<file path="src/design/chm_pkg.sv">
`timescale 1ns / 1ps
`default_nettype none
// ----------------------------------------------------------------------------
// chm_pkg
// Shared types and codes of the chained hash map engine: request commands,
// sequencer states and the layout of one stored slot.
// ----------------------------------------------------------------------------
package chm_pkg;

   localparam int unsigned KEY_W   = 32;
   localparam int unsigned VALUE_W = 32;
   localparam int unsigned COUNT_W = 13;

   // request commands
   typedef enum logic [1:0] {
      CMD_FIND  = 2'd0,
      CMD_GET   = 2'd1,
      CMD_SET   = 2'd2,
      CMD_ERASE = 2'd3
   } cmd_type;

   // sequencer states, one-hot
   typedef enum logic [4:0] {
      ST_CLEAR = 5'b00001,
      ST_IDLE  = 5'b00010,
      ST_HASH  = 5'b00100,
      ST_SCAN  = 5'b01000,
      ST_WRITE = 5'b10000
   } state_type;

   // one way of a bucket as held in the slot memory
   typedef struct packed {
      logic               valid;
      logic [KEY_W-1:0]   key;
      logic [VALUE_W-1:0] value;
   } slot_type;

endpackage
`default_nettype wire

</file>
<file path="src/design/chm_bucket_div.sv">
`timescale 1ns / 1ps
`default_nettype none
// ----------------------------------------------------------------------------
// chm_bucket_div
// Reduces a 32-bit key to its bucket index (key modulo NUM_BUCKETS). A power
// of two bucket count is a registered mask of the low key bits. Any other count
// uses a reciprocal multiply for a quotient estimate that is at most one low,
// multiplies that estimate back on the low bits and applies one
// compare-subtract, with the key, quotient, product and bucket each registered.
// ----------------------------------------------------------------------------
module chm_bucket_div #(
   parameter int unsigned NUM_BUCKETS = 1024,
   parameter int unsigned BKT_W       = 10
) (
   input  wire logic                       clock,
   input  wire logic                       reset,
   input  wire logic                       start,
   input  wire logic [chm_pkg::KEY_W-1:0]  key,
   output logic                            done,
   output logic [BKT_W-1:0]                bucket
);

   localparam bit IS_POW2 = ((NUM_BUCKETS & (NUM_BUCKETS - 1)) == 0);

   generate
      if (IS_POW2) begin : g_mask
         logic             done_ff;
         logic [BKT_W-1:0] bucket_ff;

         // low key bits select the bucket
         always_ff @(posedge clock) begin
            if (reset) begin
               done_ff <= 1'b0;
            end else begin
               done_ff <= start;
            end
            if (start) begin
               bucket_ff <= key[BKT_W-1:0];
            end
         end

         assign done   = done_ff;
         assign bucket = bucket_ff;
      end else begin : g_div
         localparam int unsigned KW  = chm_pkg::KEY_W;
         // remainder before correction is below twice the bucket count
         localparam int unsigned R_W = BKT_W + 1;
         localparam longint unsigned RECIP_L = (64'd1 << KW) / 64'(NUM_BUCKETS);
         localparam logic [KW-1:0]  RECIP   = RECIP_L[KW-1:0];
         localparam logic [R_W-1:0] DIVISOR = R_W'(NUM_BUCKETS);

         logic [2:0]       stage_ff;
         logic             done_ff;
         logic [KW-1:0]    key_ff;
         logic [KW-1:0]    quot_ff;
         logic [R_W-1:0]   qn_ff;
         logic [BKT_W-1:0] bucket_ff;
         logic [2*KW-1:0]  prod;
         logic [2*R_W-1:0] qn_full;
         logic [R_W-1:0]   rem_raw;
         logic [R_W-1:0]   rem_fix;

         // quotient estimate, its product on the low bits, one correction
         always_comb begin
            prod    = {{KW{1'b0}}, key_ff} * {{KW{1'b0}}, RECIP};
            qn_full = {{R_W{1'b0}}, quot_ff[R_W-1:0]} * {{R_W{1'b0}}, DIVISOR};
            rem_raw = key_ff[R_W-1:0] - qn_ff;
            rem_fix = (rem_raw >= DIVISOR) ? (rem_raw - DIVISOR) : rem_raw;
         end

         always_ff @(posedge clock) begin
            if (reset) begin
               stage_ff <= '0;
               done_ff  <= 1'b0;
            end else begin
               stage_ff <= {stage_ff[1:0], start};
               done_ff  <= stage_ff[2];
            end
            if (start) begin
               key_ff <= key;
            end
            if (stage_ff[0]) begin
               quot_ff <= prod[2*KW-1:KW];
            end
            if (stage_ff[1]) begin
               qn_ff <= qn_full[R_W-1:0];
            end
            if (stage_ff[2]) begin
               bucket_ff <= rem_fix[BKT_W-1:0];
            end
         end

         assign done   = done_ff;
         assign bucket = bucket_ff;
      end
   endgenerate

endmodule
`default_nettype wire

</file>
<file path="config.mk">
export PLATFORM = sky130hd
export DESIGN_NAME = chm_bucket_div
export DESIGN_NICKNAME = d
export VERILOG_FILES = /design/src/design/chm_pkg.sv /design/src/design/chm_bucket_div.sv
export SDC_FILE = /design/constraint.sdc
export NUM_CORES = 1
export LEC_CHECK = 0
export ABC_AREA = 1
export BUFFER_PORTS_ARGS = -buffer_cell sky130_fd_sc_hd__buf_2
export CAP_MARGIN = 20
export CORE_AREA = 4 4 41 43
export CTS_CLUSTER_SIZE = 10
export DETAILED_ROUTE_END_ITERATION = 16
export DIE_AREA = 0 0 45 47
export GPL_TIMING_DRIVEN = 0
export PLACE_DENSITY = 0.79
export SLEW_MARGIN = 20
export SYNTH_ARGS = -nofsm -noshare
export SYNTH_HDL_FRONTEND = slang
export SYNTH_SLANG_ARGS = --single-unit
</file>
<file path="constraint.sdc">
create_clock -name clock -period 0.8 [get_ports clock]
set_clock_uncertainty 0.1 [all_clocks]
set_input_delay 0.12 -clock clock [delete_from_list [all_inputs] [get_ports clock]]
set_output_delay 0.12 -clock clock [all_outputs]
set_load 0.1 [all_outputs]
</file>
[Word-level counts from Yosys, hierarchy flattened]
Index checks and enable logic that the tools add are counted.
Word-level totals
  output and inout port bits: 11
  word-level logic and storage cells: 2
  flip-flop bits (word level): 11

[Logic depth before layout (Yosys ltp)]
  depth after elaboration: 0
  gate-level depth with buffers: 2
  gate-level depth less buffers: 2

[Worst setup path before layout]
No wires, ideal clock.
  kind: register -> output
  start: register g_mask.done_ff, in the netlist done
  end: output done
  setup slack: -329 ps
  cell stages (with the launch flop): 1
  path buffers: 0
  arrival time: 909 ps
  cells stage by stage: dfxtp_1
RTL lines
  from (decl): line chm_bucket_div.sv:27  | logic done_ff;
  from (signal assigned): line chm_bucket_div.sv:35  | done_ff <= start;
  to (decl): line chm_bucket_div.sv:19  | output logic done,
No word-level cell between the ends.

[Final worst setup path]
  start: register g_mask.bucket_ff[4], in the netlist bucket[4]
  end: output bucket[4]
RTL lines
  from (decl): line chm_bucket_div.sv:28  | logic [BKT_W-1:0] bucket_ff;
  from (signal assigned): line chm_bucket_div.sv:38  | bucket_ff <= key[BKT_W-1:0];
  to (decl): line chm_bucket_div.sv:20  | output logic [BKT_W-1:0] bucket
No word-level cell between the ends.

==> flow_summary_export.csv <==
group,metric,value,unit
place,place_area,465.4,sq um
yosys,netlist.area_leader.share,90.91,%
die,die_y,47,um
routing,wirelength,746,um
global_routing,grt_pass1_wl,1090,um
die,ioPinCount,46,
critical_path,timing.critical_path.cells,"buf_6",
cts,cts_tree,"built",
routing,drtPass1Iterations,4,
cts,clkSinkCount,11,
die,std_cell_rows,13,
critical_path,critPathMaxStageDelay,0.41,ns
sta,finalMaxSlewViolations,0,
sta,rsz0062_at_grt,"true",
die,start_util,25.38,%
critical_path,start_kind,"flop",
place,gp_congestion,0.7202,
finish,finish.instance_area,579.3,sq um
yosys,async_reset_ff_share,0,%
yosys,synth-warning-count,0,
sta,final_hold_viol_count,10,
power,p_leak,0.0002494,uW
routing,drt_iter0_markers,3,
status,violations,"negative hold slack, negative setup slack",
critical_path,worstPathArrival,0.88,ns
global_routing,grt_overflow,0,
sta,finalCritPeriodShare,137.7,%
global_routing,grt_max_degree,12,
power,vdd_drop_max,0.0008462,V
yosys,synth_commonest_cells,"edfxtp_1, dfxtp_1, inv_1, nor2_2",
routing,viasPerCell,4.018,
cts,cts_hold_buf,1,
yosys,avgSynthCellArea,25.41,sq um
routing,routedWlPerCell,13.32,um
cts,cts_buffers,3,
sta,period_minus_slack,1.102,ns
finish,nets,77,
cts,path_clk_slew,0.06,ns
cts,cts_max_path_buffers,2,
power,powerDensity,2623,nW/um^2
yosys,synth.most_common_cell,"edfxtp_1",
die,die_area,2115,sq um
yosys,synth_edf_count,10,
critical_path,worstPathRequired,0.58,ns
routing,ant_nets,0,
global_routing,grt_pass1_vias,235,
cts,cts_setup_buffers,0,
job,cap_violations,0,
yosys,yosysUniqueCellTypes,4,
global_routing,antenna_found_initial,0,
critical_path,endpoint_kind,"output pin",
status,status,"finished, violations left",
critical_path,cp_max_fo,1,
cts,cts_root_buf,"clkbuf_4",
yosys,synth.yosys.seq_area_share,96.97,%
global_routing,track_usage,8.675,%
die,die_w,45,um
yosys,synth_top_area_cell,"edfxtp_1",
yosys,ys_seq_elements,11,
place,io_buffers,23,
yosys,netlist_instances,13,
sta,fin_tns_setup,-2.935,ns
critical_path,critPathKind,"flop to output pin",
sta,slew_headroom,84.88,%
critical_path,crit_buf_inv,1,
finish,n_antenna_cell,0,
finish,post_route_cells_drive_above_1_share,68.29,%
sta,tightest_slew,0.2268,ns
critical_path,cpMaxStageDelayCell,"edfxtp_1",
sta,fmax,907.7,MHz
sta,holdWs,-0.06888,ns
sta,final.setup.worst_slack,-0.3017,ns
routing,route.detailed.drc,0,
hold_path,hp-class,"input pin to flop",
yosys,syn_nets,48,
routing,vias,225,
sta,finalSetupViolations,11,
yosys,synth_area,330.3,sq um
yosys,synth_top_flop_cell,"edfxtp_1",
critical_path,cp_top_family,"flip-flops",
yosys,ys_top_cells_by_area,"edfxtp_1, dfxtp_1, nor2_2",
die,core_area,1301,sq um
cts,htreeDepth,1,
finish,syn2layout_area_growth,75.38,%
-- layer usage --
metal	wire length (um)	GRT usage [%]	vias to the layer above
met5	0	0	-
met4	0	8.772	0
met3	178	5.747	0
met2	284	10.45	29
met1	283	9.785	93
li1	-	-	103
-- cell type report --
type | instances | area (sq um)
clock buffer | 4 | 26.28
timing repair buffer | 24 | 202.7
fill | 137 | 721.9
sequential | 11 | 321.6
tap | 15 | 18.77
multi-input combinational | 1 | 6.256
inverter | 1 | 3.754
-- through the flow --
| stage | util (%) | instances | total power, uW | hold slack, ns | setup WS [ns] |
|---|---|---|---|---|---|
| 2_1_floorplan | - | 13 | 1020 | 0.07948 | -0.3240 |
| 3_3_place_gp | 35.77 | 51 | 1099 | 0.1824 | -0.1667 |
| 3_5_place_dp | 35.77 | 51 | 1101 | 0.1837 | -0.1838 |
| 4_1_cts | 44.52 | 56 | 1542 | -0.08323 | -0.3290 |
| 5_1_grt | 44.52 | 56 | 1592 | -0.09211 | -0.3540 |
| 6_report | 44.52 | 56 | 1519 | -0.06888 | -0.3017 |
-- power breakdown --
part	total [uW]	switching (uW)	internal (uW)
Combinational	457	348	109
Clock	361	168	193
Sequential	701	23.8	677
-- cell families (layout without fill, tap and decap cells) --
kind of cell | Yosys count | after routing | share of synthesized area [%]
and+or+nand+nor | 1 | 1 | 1.895
buffers and inverters | 1 | 29 | 1.135
DFF | 11 | 11 | 96.97
-- final timing paths --
path,start,to,slack (ns),depth (start not counted)
worst max-delay path,bucket[4],bucket[4],-0.30,1
worst min-delay path,key[7],bucket[7],-0.07,1
-- cells in the final DEF (no fill, tap or decap), drive strengths merged --
cell,synthesis,final
buf,0,23
edfxtp,10,10
clkbuf,0,4
inv,1,1
nor2,1,1
dfxtp,1,1
dlygate4sd3,0,1
-- state kept, by name, indices dropped and copies added (netlist names) --
register / cells
done: 1
bucket: 10
-- repair_timing --
item,CTS,global route
resized for setup,24,0
hold endpoints to repair,11,10
setup endpoints to repair,11,11
Power figures use the tool's default switching activity.
